## config.mk

```make
export PLATFORM = sky130hd
export DESIGN_NAME = head_verify_length_tail_deframer_top
export DESIGN_NICKNAME = d
export VERILOG_FILES = /design/src/hvd_pkg.sv /design/src/hvd_front.sv /design/src/hvd_queue.sv /design/src/hvd_back.sv /design/src/head_verify_length_tail_deframer_top.sv
export SDC_FILE = /design/constraint.sdc
export NUM_CORES = 1
export LEC_CHECK = 0
export BUFFER_PORTS_ARGS = -buffer_cell sky130_fd_sc_hd__buf_2
export CAP_MARGIN = 40
export CORE_MARGIN = 10
export CORE_UTILIZATION = 40
export CTS_BUF_LIST = sky130_fd_sc_hd__clkbuf_8
export CTS_CLUSTER_DIAMETER = 120
export DETAILED_ROUTE_END_ITERATION = 10
export HOLD_SLACK_MARGIN = 0.03
export PLACE_DENSITY = 0.58
export REMOVE_ABC_BUFFERS = 1
export SLEW_MARGIN = 25
export SYNTH_ARGS = -nofsm -noshare
export SYNTH_HDL_FRONTEND = slang
export SYNTH_SLANG_ARGS = --single-unit
```

## constraint.sdc

```tcl
create_clock -name i_clk -period 4.2 [get_ports i_clk]
set_input_delay 0.84 -clock i_clk [delete_from_list [all_inputs] [get_ports i_clk]]
set_output_delay 0.84 -clock i_clk [all_outputs]
set_load 0.01 [all_outputs]
```

## src/hvd_pkg.sv

```systemverilog
`default_nettype none
package hvd_pkg;

    localparam logic [7:0]  HEAD_BYTE     = 8'hFF;
    localparam logic [7:0]  TAIL_BYTE     = 8'hFE;
    localparam int          VERIFY_LEN    = 4;
    localparam int          HDR_LEN       = 11;
    localparam int          OVERHEAD      = 12;
    localparam logic [15:0] MAX_LEN_RESET = 16'd4096;
    localparam int          QDEPTH        = 4;

    localparam logic [1:0] KIND_PAYLOAD  = 2'd0;
    localparam logic [1:0] KIND_GOOD_END = 2'd1;
    localparam logic [1:0] KIND_BAD_TAIL = 2'd2;
    localparam logic [1:0] KIND_TOO_LONG = 2'd3;

    typedef struct packed {
        logic [1:0]  kind;
        logic [7:0]  data_byte;
        logic [7:0]  seq_num;
        logic [7:0]  command;
        logic [31:0] payload_len;
    } t_result;

    typedef struct packed {
        logic full;
        logic empty;
    } t_q_stat;

    // Verify code "ABCD"
    function automatic logic [7:0] verify_byte(input logic [1:0] idx);
        logic [7:0] v;
        case (idx)
            2'd0:    v = 8'h41;
            2'd1:    v = 8'h42;
            2'd2:    v = 8'h43;
            default: v = 8'h44;
        endcase
        return v;
    endfunction

endpackage
`default_nettype wire

```

## src/hvd_front.sv

```systemverilog
`default_nettype none
module hvd_front import hvd_pkg::*; (
    input  wire logic        i_clk,
    input  wire logic        i_rst_n,
    input  wire logic        i_cfg_wr_en,
    input  wire logic [15:0] i_cfg_wr_data,
    input  wire logic        i_rx_valid,
    input  wire logic [7:0]  i_rx_byte,
    input  wire t_q_stat     i_q_stat,
    output t_result          o_push_data,
    output logic             o_push,
    output logic             o_rx_stall
);

    localparam logic [2:0] PH_HUNT    = 3'd0;
    localparam logic [2:0] PH_VERIFY  = 3'd1;
    localparam logic [2:0] PH_SEQ     = 3'd2;
    localparam logic [2:0] PH_CMD     = 3'd3;
    localparam logic [2:0] PH_LENGTH  = 3'd4;
    localparam logic [2:0] PH_PAYLOAD = 3'd5;
    localparam logic [2:0] PH_TAIL    = 3'd6;

    logic [2:0]  r_phase, n_phase;
    logic [15:0] r_byte_pos, n_byte_pos;
    logic [7:0]  r_seq, n_seq;
    logic [7:0]  r_cmd, n_cmd;
    logic [31:0] r_len, n_len;
    logic [15:0] r_total, n_total;
    logic [15:0] r_max;

    logic        accept;
    logic        emit;
    logic [1:0]  emit_kind;
    logic [7:0]  emit_data;
    logic [32:0] whole;
    logic [16:0] pos_plus;

    assign o_rx_stall = i_q_stat.full;
    assign accept     = i_rx_valid && !o_rx_stall;

    always_comb begin
        n_phase    = r_phase;
        n_byte_pos = r_byte_pos;
        n_seq      = r_seq;
        n_cmd      = r_cmd;
        n_len      = r_len;
        n_total    = r_total;
        emit       = 1'b0;
        emit_kind  = KIND_PAYLOAD;
        emit_data  = 8'd0;
        whole      = {1'b0, n_len} + 33'(OVERHEAD);
        pos_plus   = {1'b0, r_byte_pos} + 17'd2;
        case (r_phase)
            PH_VERIFY: begin
                if (r_byte_pos >= 16'd1 && r_byte_pos <= 16'(VERIFY_LEN) &&
                    i_rx_byte == verify_byte(2'(r_byte_pos - 16'd1))) begin
                    n_byte_pos = r_byte_pos + 16'd1;
                    if (n_byte_pos == 16'(VERIFY_LEN + 1)) begin
                        n_phase = PH_SEQ;
                    end
                end else if (i_rx_byte == HEAD_BYTE) begin
                    // restart the match on a fresh head
                    n_byte_pos = 16'd1;
                end else begin
                    n_byte_pos = 16'd0;
                    n_phase    = PH_HUNT;
                end
            end
            PH_SEQ: begin
                n_seq      = i_rx_byte;
                n_byte_pos = r_byte_pos + 16'd1;
                n_phase    = PH_CMD;
            end
            PH_CMD: begin
                n_cmd      = i_rx_byte;
                n_byte_pos = r_byte_pos + 16'd1;
                n_phase    = PH_LENGTH;
            end
            PH_LENGTH: begin
                n_len      = {i_rx_byte, r_len[31:8]};
                n_byte_pos = r_byte_pos + 16'd1;
                whole      = {1'b0, n_len} + 33'(OVERHEAD);
                if (n_byte_pos == 16'(HDR_LEN)) begin
                    if (whole > {17'd0, r_max}) begin
                        n_phase    = PH_HUNT;
                        n_byte_pos = 16'd0;
                        emit       = 1'b1;
                        emit_kind  = KIND_TOO_LONG;
                    end else begin
                        n_total = whole[15:0];
                        n_phase = (n_len == 32'd0) ? PH_TAIL : PH_PAYLOAD;
                    end
                end
            end
            PH_PAYLOAD: begin
                n_byte_pos = r_byte_pos + 16'd1;
                // new position plus one reaches the total: next byte is the tail
                if (pos_plus >= {1'b0, r_total}) begin
                    n_phase = PH_TAIL;
                end
                emit      = 1'b1;
                emit_kind = KIND_PAYLOAD;
                emit_data = i_rx_byte;
            end
            PH_TAIL: begin
                n_phase    = PH_HUNT;
                n_byte_pos = 16'd0;
                emit       = 1'b1;
                emit_kind  = (i_rx_byte == TAIL_BYTE) ? KIND_GOOD_END : KIND_BAD_TAIL;
            end
            default: begin
                if (i_rx_byte == HEAD_BYTE) begin
                    n_byte_pos = 16'd1;
                    n_phase    = PH_VERIFY;
                end else begin
                    n_phase = PH_HUNT;
                end
            end
        endcase
    end

    assign o_push                  = accept && emit;
    assign o_push_data.kind        = emit_kind;
    assign o_push_data.data_byte   = emit_data;
    assign o_push_data.seq_num     = n_seq;
    assign o_push_data.command     = n_cmd;
    assign o_push_data.payload_len = n_len;

    always_ff @(posedge i_clk) begin
        if (!i_rst_n) begin
            r_phase    <= PH_HUNT;
            r_byte_pos <= 16'd0;
            r_seq      <= 8'd0;
            r_cmd      <= 8'd0;
            r_len      <= 32'd0;
            r_total    <= 16'd0;
            r_max      <= MAX_LEN_RESET;
        end else begin
            if (accept) begin
                r_phase    <= n_phase;
                r_byte_pos <= n_byte_pos;
                r_seq      <= n_seq;
                r_cmd      <= n_cmd;
                r_len      <= n_len;
                r_total    <= n_total;
            end
            if (i_cfg_wr_en) begin
                r_max <= i_cfg_wr_data;
            end
        end
    end

endmodule
`default_nettype wire

```

## src/hvd_queue.sv

```systemverilog
`default_nettype none
module hvd_queue import hvd_pkg::*; #(
    parameter int DEPTH = QDEPTH
) (
    input  wire logic    i_clk,
    input  wire logic    i_rst_n,
    input  wire logic    i_push,
    input  wire t_result i_push_data,
    input  wire logic    i_pop,
    output t_result      o_rd_data,
    output t_q_stat      o_stat
);

    localparam int PW = (DEPTH > 1) ? $clog2(DEPTH) : 1;
    localparam int CW = $clog2(DEPTH + 1);

    t_result        r_mem [DEPTH];
    logic [PW-1:0]  r_wr_ptr, r_rd_ptr;
    logic [CW-1:0]  r_count;

    assign o_stat.full  = (r_count == CW'(DEPTH));
    assign o_stat.empty = (r_count == '0);
    assign o_rd_data    = r_mem[r_rd_ptr];

    function automatic logic [PW-1:0] ptr_inc(input logic [PW-1:0] p);
        return (p == PW'(DEPTH - 1)) ? '0 : p + PW'(1);
    endfunction

    always_ff @(posedge i_clk) begin
        if (i_push) begin
            r_mem[r_wr_ptr] <= i_push_data;
        end
    end

    always_ff @(posedge i_clk) begin
        if (!i_rst_n) begin
            r_wr_ptr <= '0;
            r_rd_ptr <= '0;
            r_count  <= '0;
        end else begin
            if (i_push) begin
                r_wr_ptr <= ptr_inc(r_wr_ptr);
            end
            if (i_pop) begin
                r_rd_ptr <= ptr_inc(r_rd_ptr);
            end
            if (i_push && !i_pop) begin
                r_count <= r_count + CW'(1);
            end else if (i_pop && !i_push) begin
                r_count <= r_count - CW'(1);
            end
        end
    end

endmodule
`default_nettype wire

```

## src/hvd_back.sv

```systemverilog
`default_nettype none
module hvd_back import hvd_pkg::*; (
    input  wire logic    i_clk,
    input  wire logic    i_rst_n,
    input  wire t_q_stat i_q_stat,
    input  wire t_result i_q_data,
    input  wire logic    i_stall,
    output logic         o_pop,
    output logic         o_valid,
    output t_result      o_res
);

    logic    r_valid;
    t_result r_res;

    // Load the output register whenever it is empty or being taken
    assign o_pop   = !i_q_stat.empty && (!r_valid || !i_stall);
    assign o_valid = r_valid;
    assign o_res   = r_res;

    always_ff @(posedge i_clk) begin
        if (o_pop) begin
            r_res <= i_q_data;
        end
    end

    always_ff @(posedge i_clk) begin
        if (!i_rst_n) begin
            r_valid <= 1'b0;
        end else if (o_pop) begin
            r_valid <= 1'b1;
        end else if (!i_stall) begin
            r_valid <= 1'b0;
        end
    end

endmodule
`default_nettype wire

```

## src/head_verify_length_tail_deframer_top.sv

```systemverilog
// Byte-stream packet deframer with sync header.
// Input channel: i_rx_valid / o_rx_stall carry one received byte (i_rx_byte)
// per transaction. A packet is head 0xFF, verify "ABCD", seq, cmd, a 4-byte
// little-endian length N, N payload bytes and a closing byte.
// Output channel: o_valid / i_stall carry one result per transaction: a
// payload byte, a good end (closing byte 0xFE), a bad tail, or too long
// (N + 12 over max_packet_len), together with the packet's seq, cmd and N.
// Header bytes and hunting bytes give no result.
// Configuration: i_cfg_wr_en writes i_cfg_wr_data into max_packet_len.
// Throughput: one byte per cycle while o_rx_stall is low; the parser state
// updates in the cycle a byte is taken.
// A result is written to the queue at the accepting edge and moves into the
// output register when that register is empty or its result is being taken.
// When the receiver stalls, the output register holds its transaction and
// the queue absorbs QUEUE_DEPTH more results; o_rx_stall rises once it is
// full and drops as soon as an entry is drained.
// Reset (synchronous, active low) returns the parser to hunting, clears the
// captured fields, sets max_packet_len to 4096 and empties the queue.
`default_nettype none
module head_verify_length_tail_deframer_top import hvd_pkg::*; #(
    parameter int QUEUE_DEPTH = QDEPTH
) (
    input  wire logic        i_clk,
    input  wire logic        i_rst_n,
    input  wire logic        i_cfg_wr_en,
    input  wire logic [15:0] i_cfg_wr_data,
    input  wire logic        i_rx_valid,
    output logic             o_rx_stall,
    input  wire logic [7:0]  i_rx_byte,
    output logic             o_valid,
    input  wire logic        i_stall,
    output logic [1:0]       o_kind,
    output logic [7:0]       o_data_byte,
    output logic [7:0]       o_seq_num,
    output logic [7:0]       o_command,
    output logic [31:0]      o_payload_len
);

    t_result push_data;
    t_result q_data;
    t_result out_res;
    t_q_stat q_stat;
    logic    push;
    logic    pop;

    // Front: parse and classify each byte, push results
    hvd_front u_front (
        .i_clk        (i_clk),
        .i_rst_n      (i_rst_n),
        .i_cfg_wr_en  (i_cfg_wr_en),
        .i_cfg_wr_data(i_cfg_wr_data),
        .i_rx_valid   (i_rx_valid),
        .i_rx_byte    (i_rx_byte),
        .i_q_stat     (q_stat),
        .o_push_data  (push_data),
        .o_push       (push),
        .o_rx_stall   (o_rx_stall)
    );

    // Short queue decoupling parser from receiver stalls
    hvd_queue #(
        .DEPTH(QUEUE_DEPTH)
    ) u_queue (
        .i_clk      (i_clk),
        .i_rst_n    (i_rst_n),
        .i_push     (push),
        .i_push_data(push_data),
        .i_pop      (pop),
        .o_rd_data  (q_data),
        .o_stat     (q_stat)
    );

    // Back: registered output transaction
    hvd_back u_back (
        .i_clk   (i_clk),
        .i_rst_n (i_rst_n),
        .i_q_stat(q_stat),
        .i_q_data(q_data),
        .i_stall (i_stall),
        .o_pop   (pop),
        .o_valid (o_valid),
        .o_res   (out_res)
    );

    assign o_kind        = out_res.kind;
    assign o_data_byte   = out_res.data_byte;
    assign o_seq_num     = out_res.seq_num;
    assign o_command     = out_res.command;
    assign o_payload_len = out_res.payload_len;

endmodule
`default_nettype wire

```

==> qor.yml, run 1 <==
status: "complete, no violations"
initialDrtViolationCount: 755
hpwl_um: 27900
crit_chain: "nand4_4 > or3_4 > nor2_1 > xnor2_1 > ha_1 > nand4_1 > nor2_1 > a221oi_2 > a31oi_2 > nor4b_4 > o31ai_4 > ha_2 > inv_1 > fa_1 > xor2_1 > or3_1 > a21oi_1"
grt_pass1_vias: 11200
cp_top_family: "simple AND/OR/NAND/NOR gates"
syn-instance-count: 1292
placement.cell_area_um2: 18900
initial_core_util: 0.405
layout_common_cells: "edfxtp_1 (290), nand2_1 (147), dfxtp_1 (104)"
io_pins: 89
drive_above_1_share: 0.268
antenna_found_initial: 2
r2r_slack_ns: 0.22
cts.sinks: 397
clk_path_buf_depth: 3
syn_to_final_growth_pct: 16.0
grt_usage: 0.158
drt-pass1-iter-count: 7
clock_latency_ns: 0.64
min_path_type: "in -> reg"
drv_slew: 0
fin_crit_sh: 0.947
finalWirelength_um: 41400
endpoint_kind: "flip-flop"
synth.yosys.seq_area_share: 0.621
die_h_um: 229
finalCriticalPeriod_ns: 3.98
finalNetCount: 1519
critPathMaxFanout: 7
max_slew_margin: 0.446
timing.rr.end: "u_queue.r_count[2]"
cp_slowest_cell: "or3_4"
crit_end: "u_queue.r_count[2]"
crit_buf_inv: 1
ys_types: 71
cts-root-buf: "clkbuf_8"
crit_top_cell: "nor2_1"
skew_ns: 0.0435
criticalPathCategory: "reg -> reg"
postRouteAntennaNets: 0
synth_edf_count: 290
fmax_ghz: 0.251
r2r_cells: 17
worst_pin_slew_ns: 0.822
ys_seq_elements: 397
cpPeakStageDelay_ns: 0.43
die_w_um: 229
viasPerCell: 5.25
fin_hold_ws_ns: 0.444
numCtsBuffers: 69
tns_ns: 0
worstSetupStartpoint: "u_front.r_len[14]"
hold_viol: 0
p_total_mw: 9.35
crit_required_ns: 4.77
die_area_um2: 52500
cellPowerDensity_nw_per_um2: 461
route.vias.total: 10900
netlist_area_um2: 17500
routedWlPerCell_um: 19.9
rows: 76
drc: 0
ir_drop_mv: 0.201
gp_congestion: 0.885
fp.coreArea_um2: 43200
final_common_cell: "edfxtp_1"
cp.arrival_ns: 4.54
h-tree-depth: 3
r2r_start: "u_front.r_len[14]"
setup_violations: 0
critical_path_depth: 17
p_leak_nw: 7.45
clk_pin_slew_ns: 0.05
final_util: 0.470
overflow: 0
rsz0062_at_grt: "no"
grt_max_degree: 59
maxCapViolCount: 0
stdcell_area_um2: 20300
io_buffers: 88
grt_pass1_wl_um: 65300
cts_tree: "done"
ys.flop_type: "edfxtp_1"
async_reset_ff_frac: 0
cp-start-kind: "flip-flop"
avgSynthCellArea_um2: 13.5
ys_warn_count: 0
==> area by class of cell <==
cell class	count	area (um^2)
inverter	50	188
sequential	397	10900
tap	585	732
clock buffer	74	1020
clock inverter	53	280
antenna	1	2.50
fill	3892	22900
multi-input combinational	767	6140
timing repair buffer	158	1050
==> what timing repair did <==
| action | 4_1_cts | 5_1_grt |
|---|---|---|
| resized for setup | 1 | 11 |
| hold buffers | 0 | 0 |
| setup buffers | 0 | 2 |
| cloned | 0 | 1 |
| endpoints found under the setup margin | 11 | 231 |
| pin swaps | 0 | 5 |
==> state kept, by name (all words and copies together), names as in the netlist <==
signal and flops:
u_back.o_res 58, u_back.o_valid 1, u_front.r_byte_pos 16, u_front.r_cmd 8
u_front.r_len 32, u_front.r_max 16, u_front.r_phase 3, u_front.r_seq 8
u_front.r_total 16, u_queue.r_count 3, u_queue.r_mem 232, u_queue.r_rd_ptr 2
u_queue.r_wr_ptr 2
==> worst reg2reg max path: cells and delay by family (launching register included) <==
family                     cells  cell delay [ns]
and+or+nand+nor                7             1.46
adders and majority gates      3             0.96
AOI/OAI and AO/OA              4             0.79
DFF                            1             0.38
xor gates and xnor gates       2             0.30
buffers and inverters          1             0.05
==> where the power goes <==
group	total, mW	switching, mW	internal [mW]	leakage [nW]
Combinational	1.30	0.729	0.567	3.03
Sequential	4.76	0.196	4.57	3.66
Clock	3.29	1.58	1.71	0.757
==> cells by family after synthesis <==
logic type / count (synthesis) / synth area share
compound gates: 180 / 0.0727
simple gates: 380 / 0.107
flops: 397 / 0.621
buf+inv: 129 / 0.0332
xor+xnor: 37 / 0.0185
fa+ha+maj: 47 / 0.0341
mux: 122 / 0.114
==> how the worst min path moves through the flow <==
stage,startpoint,end,slack (ns),depth (start not counted)
final,i_cfg_wr_data[7],u_front.r_max[7],0.44,3
after global routing,i_cfg_wr_data[7],u_front.r_max[7],0.43,3
after global placement,u_front.r_cmd[2],u_front.r_cmd[2],0.44,2
after detailed placement,u_front.r_cmd[2],u_front.r_cmd[2],0.44,2
after CTS,i_cfg_wr_data[7],u_front.r_max[7],0.39,3
after floorplan,u_front.r_cmd[0],u_front.r_cmd[0],0.43,2
==> layer usage <==
| layer | vias up | share of wire | GRT usage |
|---|---|---|---|
| met5 | - | 0.00031 | 0 |
| met4 | 2 | 0.019 | 0.0575 |
| met3 | 57 | 0.055 | 0.0319 |
| met2 | 292 | 0.48 | 0.255 |
| met1 | 5426 | 0.44 | 0.208 |
| li1 | 5159 | - | - |
==> cells in the mapped netlist (all sizes together) (2+ instances only) <==
master / number / area share
nor4b: 5 / 0.0034
nand2: 147 / 0.032
mux4: 58 / 0.075
and2: 10 / 0.0036
or3: 8 / 0.0029
nand2b: 4 / 0.0014
o21a: 4 / 0.0017
nor3b: 2 / 0.00086
nand4: 25 / 0.012
a31o: 2 / 0.0010
xor2: 16 / 0.0080
o31a: 2 / 0.0010
o2111ai: 3 / 0.0015
and4: 2 / 0.0011
mux2: 39 / 0.025
a211o: 3 / 0.0016
dfxtp: 107 / 0.12
clkbuf: 45 / 0.0097
a31oi: 9 / 0.0032
a211oi: 19 / 0.012
o31ai: 7 / 0.0033
nor4: 15 / 0.0057
or4: 2 / 0.00086
edfxtp: 290 / 0.50
or2: 5 / 0.0018
a22o: 7 / 0.0035
ha: 46 / 0.033
o211ai: 7 / 0.0033
a22oi: 2 / 0.00086
xnor2: 21 / 0.011
and3: 15 / 0.0054
nor3: 21 / 0.0063
a41oi: 2 / 0.0010
o21ai: 33 / 0.0094
o41ai: 3 / 0.0019
a21o: 4 / 0.0017
nor2: 86 / 0.018
buf: 32 / 0.010
mux2i: 25 / 0.014
a21oi: 41 / 0.012
nor2b: 9 / 0.0032
inv: 50 / 0.011
nand3: 21 / 0.0063
a21boi: 27 / 0.012
nand4b: 2 / 0.0010
==> per-stage QoR <==
step | cells | setup slack, ns
finish | 2085 | 0.221
global route | 2085 | 0.0144
CTS | 2080 | 0.0241
detailed placement | 1953 | -0.0910
global placement | 1952 | -0.0242
floorplan | 1213 | -1.09
Note: power is estimated with default switching activity, not from simulation.
==> run 2: changes to the inputs <==
--- a/config.mk
+++ b/config.mk
@@ -13,7 +13,6 @@
 export CTS_CLUSTER_DIAMETER = 120
 export DETAILED_ROUTE_END_ITERATION = 10
 export HOLD_SLACK_MARGIN = 0.03
-export PLACE_DENSITY = 0.58
 export REMOVE_ABC_BUFFERS = 1
 export SLEW_MARGIN = 25
 export SYNTH_ARGS = -nofsm -noshare
==> run 2 against run 1 <==
Effect of this change: clock skew is 0.011 ns lower; worst hold slack better by 0.0075 ns; sequential power is 1% lower; highest routed layer unchanged.
==> qor.yml, run 2 (same netlist as run 1, synthesis figures left out) <==
clk_path_buf_depth: 3
grt_pass1_vias: 11000
layout_common_cells: "edfxtp_1 (290), nand2_1 (146), dfxtp_1 (104)"
criticalPathCategory: "reg -> reg"
route.vias.total: 10800
crit_buf_inv: 2
crit_chain: "nand4_4 > or3_4 > nor2_1 > xnor2_1 > ha_1 > nand4_1 > nor2_2 > buf_4 > a31oi_2 > nor4b_4 > o31ai_4 > ha_2 > inv_1 > fa_1 > xor2_1 > or3_1 > a21oi_1"
cts.sinks: 397
swShare: 0.260
numCtsBuffers: 69
overflow: 0
syn_to_final_growth_pct: 15.9
fmax_ghz: 0.250
antenna_found_initial: 2
hpwl_um: 27300
r2r_slack_ns: 0.20
cellPowerDensity_nw_per_um2: 462
setup_violations: 0
rows: 76
drt-pass1-iter-count: 5
stdcell_area_um2: 20300
drv_slew: 0
finalNetCount: 1514
io_buffers: 88
crit_end: "u_queue.r_count[2]"
cts_tree: "done"
die_h_um: 229
postRouteAntennaNets: 0
hold_buffers: 0
r2r_start: "u_front.r_len[15]"
cp.arrival_ns: 4.55
timing.rr.end: "u_queue.r_count[2]"
dp.cells: 1950
crit_required_ns: 4.75
viasPerCell: 5.22
critPathMaxFanout: 7
drc: 0
clock_power_share: 0.354
drive_above_1_share: 0.264
clock_latency_ns: 0.64
die_area_um2: 52500
combPwrFrac: 0.143
final_common_cell: "edfxtp_1"
clk_pin_slew_ns: 0.06
skew_ns: 0.0325
fin_crit_sh: 0.952
die_w_um: 229
largest_reg_flops: 232
status: "complete, no violations"
p_leak_nw: 7.44
min_path_type: "in -> reg"
grt_pass1_wl_um: 63800
r2r_cells: 17
hold_viol: 0
cp_top_family: "simple AND/OR/NAND/NOR gates"
grt_usage: 0.154
initialDrtViolationCount: 754
p_int_mw: 6.93
regMostFlops: "u_queue.r_mem"
maxCapViolCount: 0
max_slew_margin: 0.462
share_seq_of_total_power: 0.503
setup_ws_ns: 0.203
critical_path_depth: 17
initial_core_util: 0.405
p_total_mw: 9.37
finalNonFillerCells: 2075
fp.coreArea_um2: 43200
finalCriticalPeriod_ns: 4.00
io_pins: 89
ir_drop_mv: 0.342
cts-root-buf: "clkbuf_8"
endpoint_kind: "flip-flop"
cpPeakStageDelay_ns: 0.44
final_util: 0.469
worstSetupStartpoint: "u_front.r_len[15]"
placement.cell_area_um2: 18900
worst_pin_slew_ns: 0.807
routedWlPerCell_um: 19.6
grt_max_degree: 60
finalWirelength_um: 40600
cp-start-kind: "flip-flop"
gp_congestion: 0.880
cp_slowest_cell: "or3_4"
p_switching_mw: 2.44
h-tree-depth: 3
dp_slack_ns: -0.116
[run 2: cell types whose count changed in the layout (fill, tap and decap cells not counted), moves of 2 or more]
cell,delta
inv_8,-2
inv_1,+2
buf_6,+2
buf_4,-5
clkinv_2,-7
clkbuf_8,+2
[run 2: metal layers]
layer  GRT usage  vias up  wire length, um
met5      0.0104        -               71
met4      0.0606        2              969
met3      0.0324       67             2200
met2       0.244      268            19100
met1       0.204     5348            18300
li1            -     5141                -
[run 2: worst reg2reg max path: stages (launching register included)]
cell and delay, ns:
dfxtp_1 0.37, nand4_4 0.19, or3_4 0.45, nor2_1 0.15, xnor2_1 0.19, ha_1 0.32, nand4_1 0.12, nor2_2 0.06
buf_4 0.13, a31oi_2 0.26, nor4b_4 0.10, o31ai_4 0.29, ha_2 0.26, inv_1 0.05, fa_1 0.37, xor2_1 0.18
or3_1 0.31, a21oi_1 0.15
[run 2: repair_timing]
action,in CTS,in global routing
endpoints found under the hold margin,0,0
resized for setup,3,13
setup buffers,0,1
gates cloned,0,0
setup endpoints to repair,35,230
pin swaps,0,6
[run 2: worst min-delay path by stage]
stage	to	startpoint	slack, ns	depth (start not counted)
4_1_cts	u_front.r_max[13]	i_cfg_wr_data[13]	0.40	3
3_5_place_dp	u_front.r_cmd[4]	u_front.r_cmd[4]	0.44	2
2_1_floorplan	u_front.r_cmd[0]	u_front.r_cmd[0]	0.43	2
3_3_place_gp	u_front.r_cmd[1]	u_front.r_cmd[1]	0.44	2
6_report	u_front.r_max[12]	i_cfg_wr_data[12]	0.45	3
5_1_grt	u_back.o_valid	i_stall	0.45	3
[run 2: power groups by stage]
stage                     Clock (mW)  Sequential, mW  Combinational (mW)
final                           3.32            4.71                1.34
after CTS                       3.43            4.72                1.38
after detailed placement           0            4.80                1.38
after global placement             0            4.79                1.35
after global routing            3.60            4.75                1.46
after floorplan                    0            5.02               0.586
[run 2: stage by stage]
stage / TNS, ns / hold WS (ns)
floorplan: -254.66 / 0.433
global placement: 0 / 0.438
detailed placement: -0.996 / 0.443
CTS: 0 / 0.397
global route: -0.0145 / 0.449
finish: 0 / 0.451
[run 2: area by class of cell]
class,count,area [um^2]
Antenna cell,1,2.50
Timing Repair Buffer,154,1040
Inverter,50,188
Fill cell,3870,22900
Tap cell,585,732
Multi-Input combinational cell,766,6140
Clock buffer,76,1050
Clock inverter,46,258
Sequential cell,397,10900
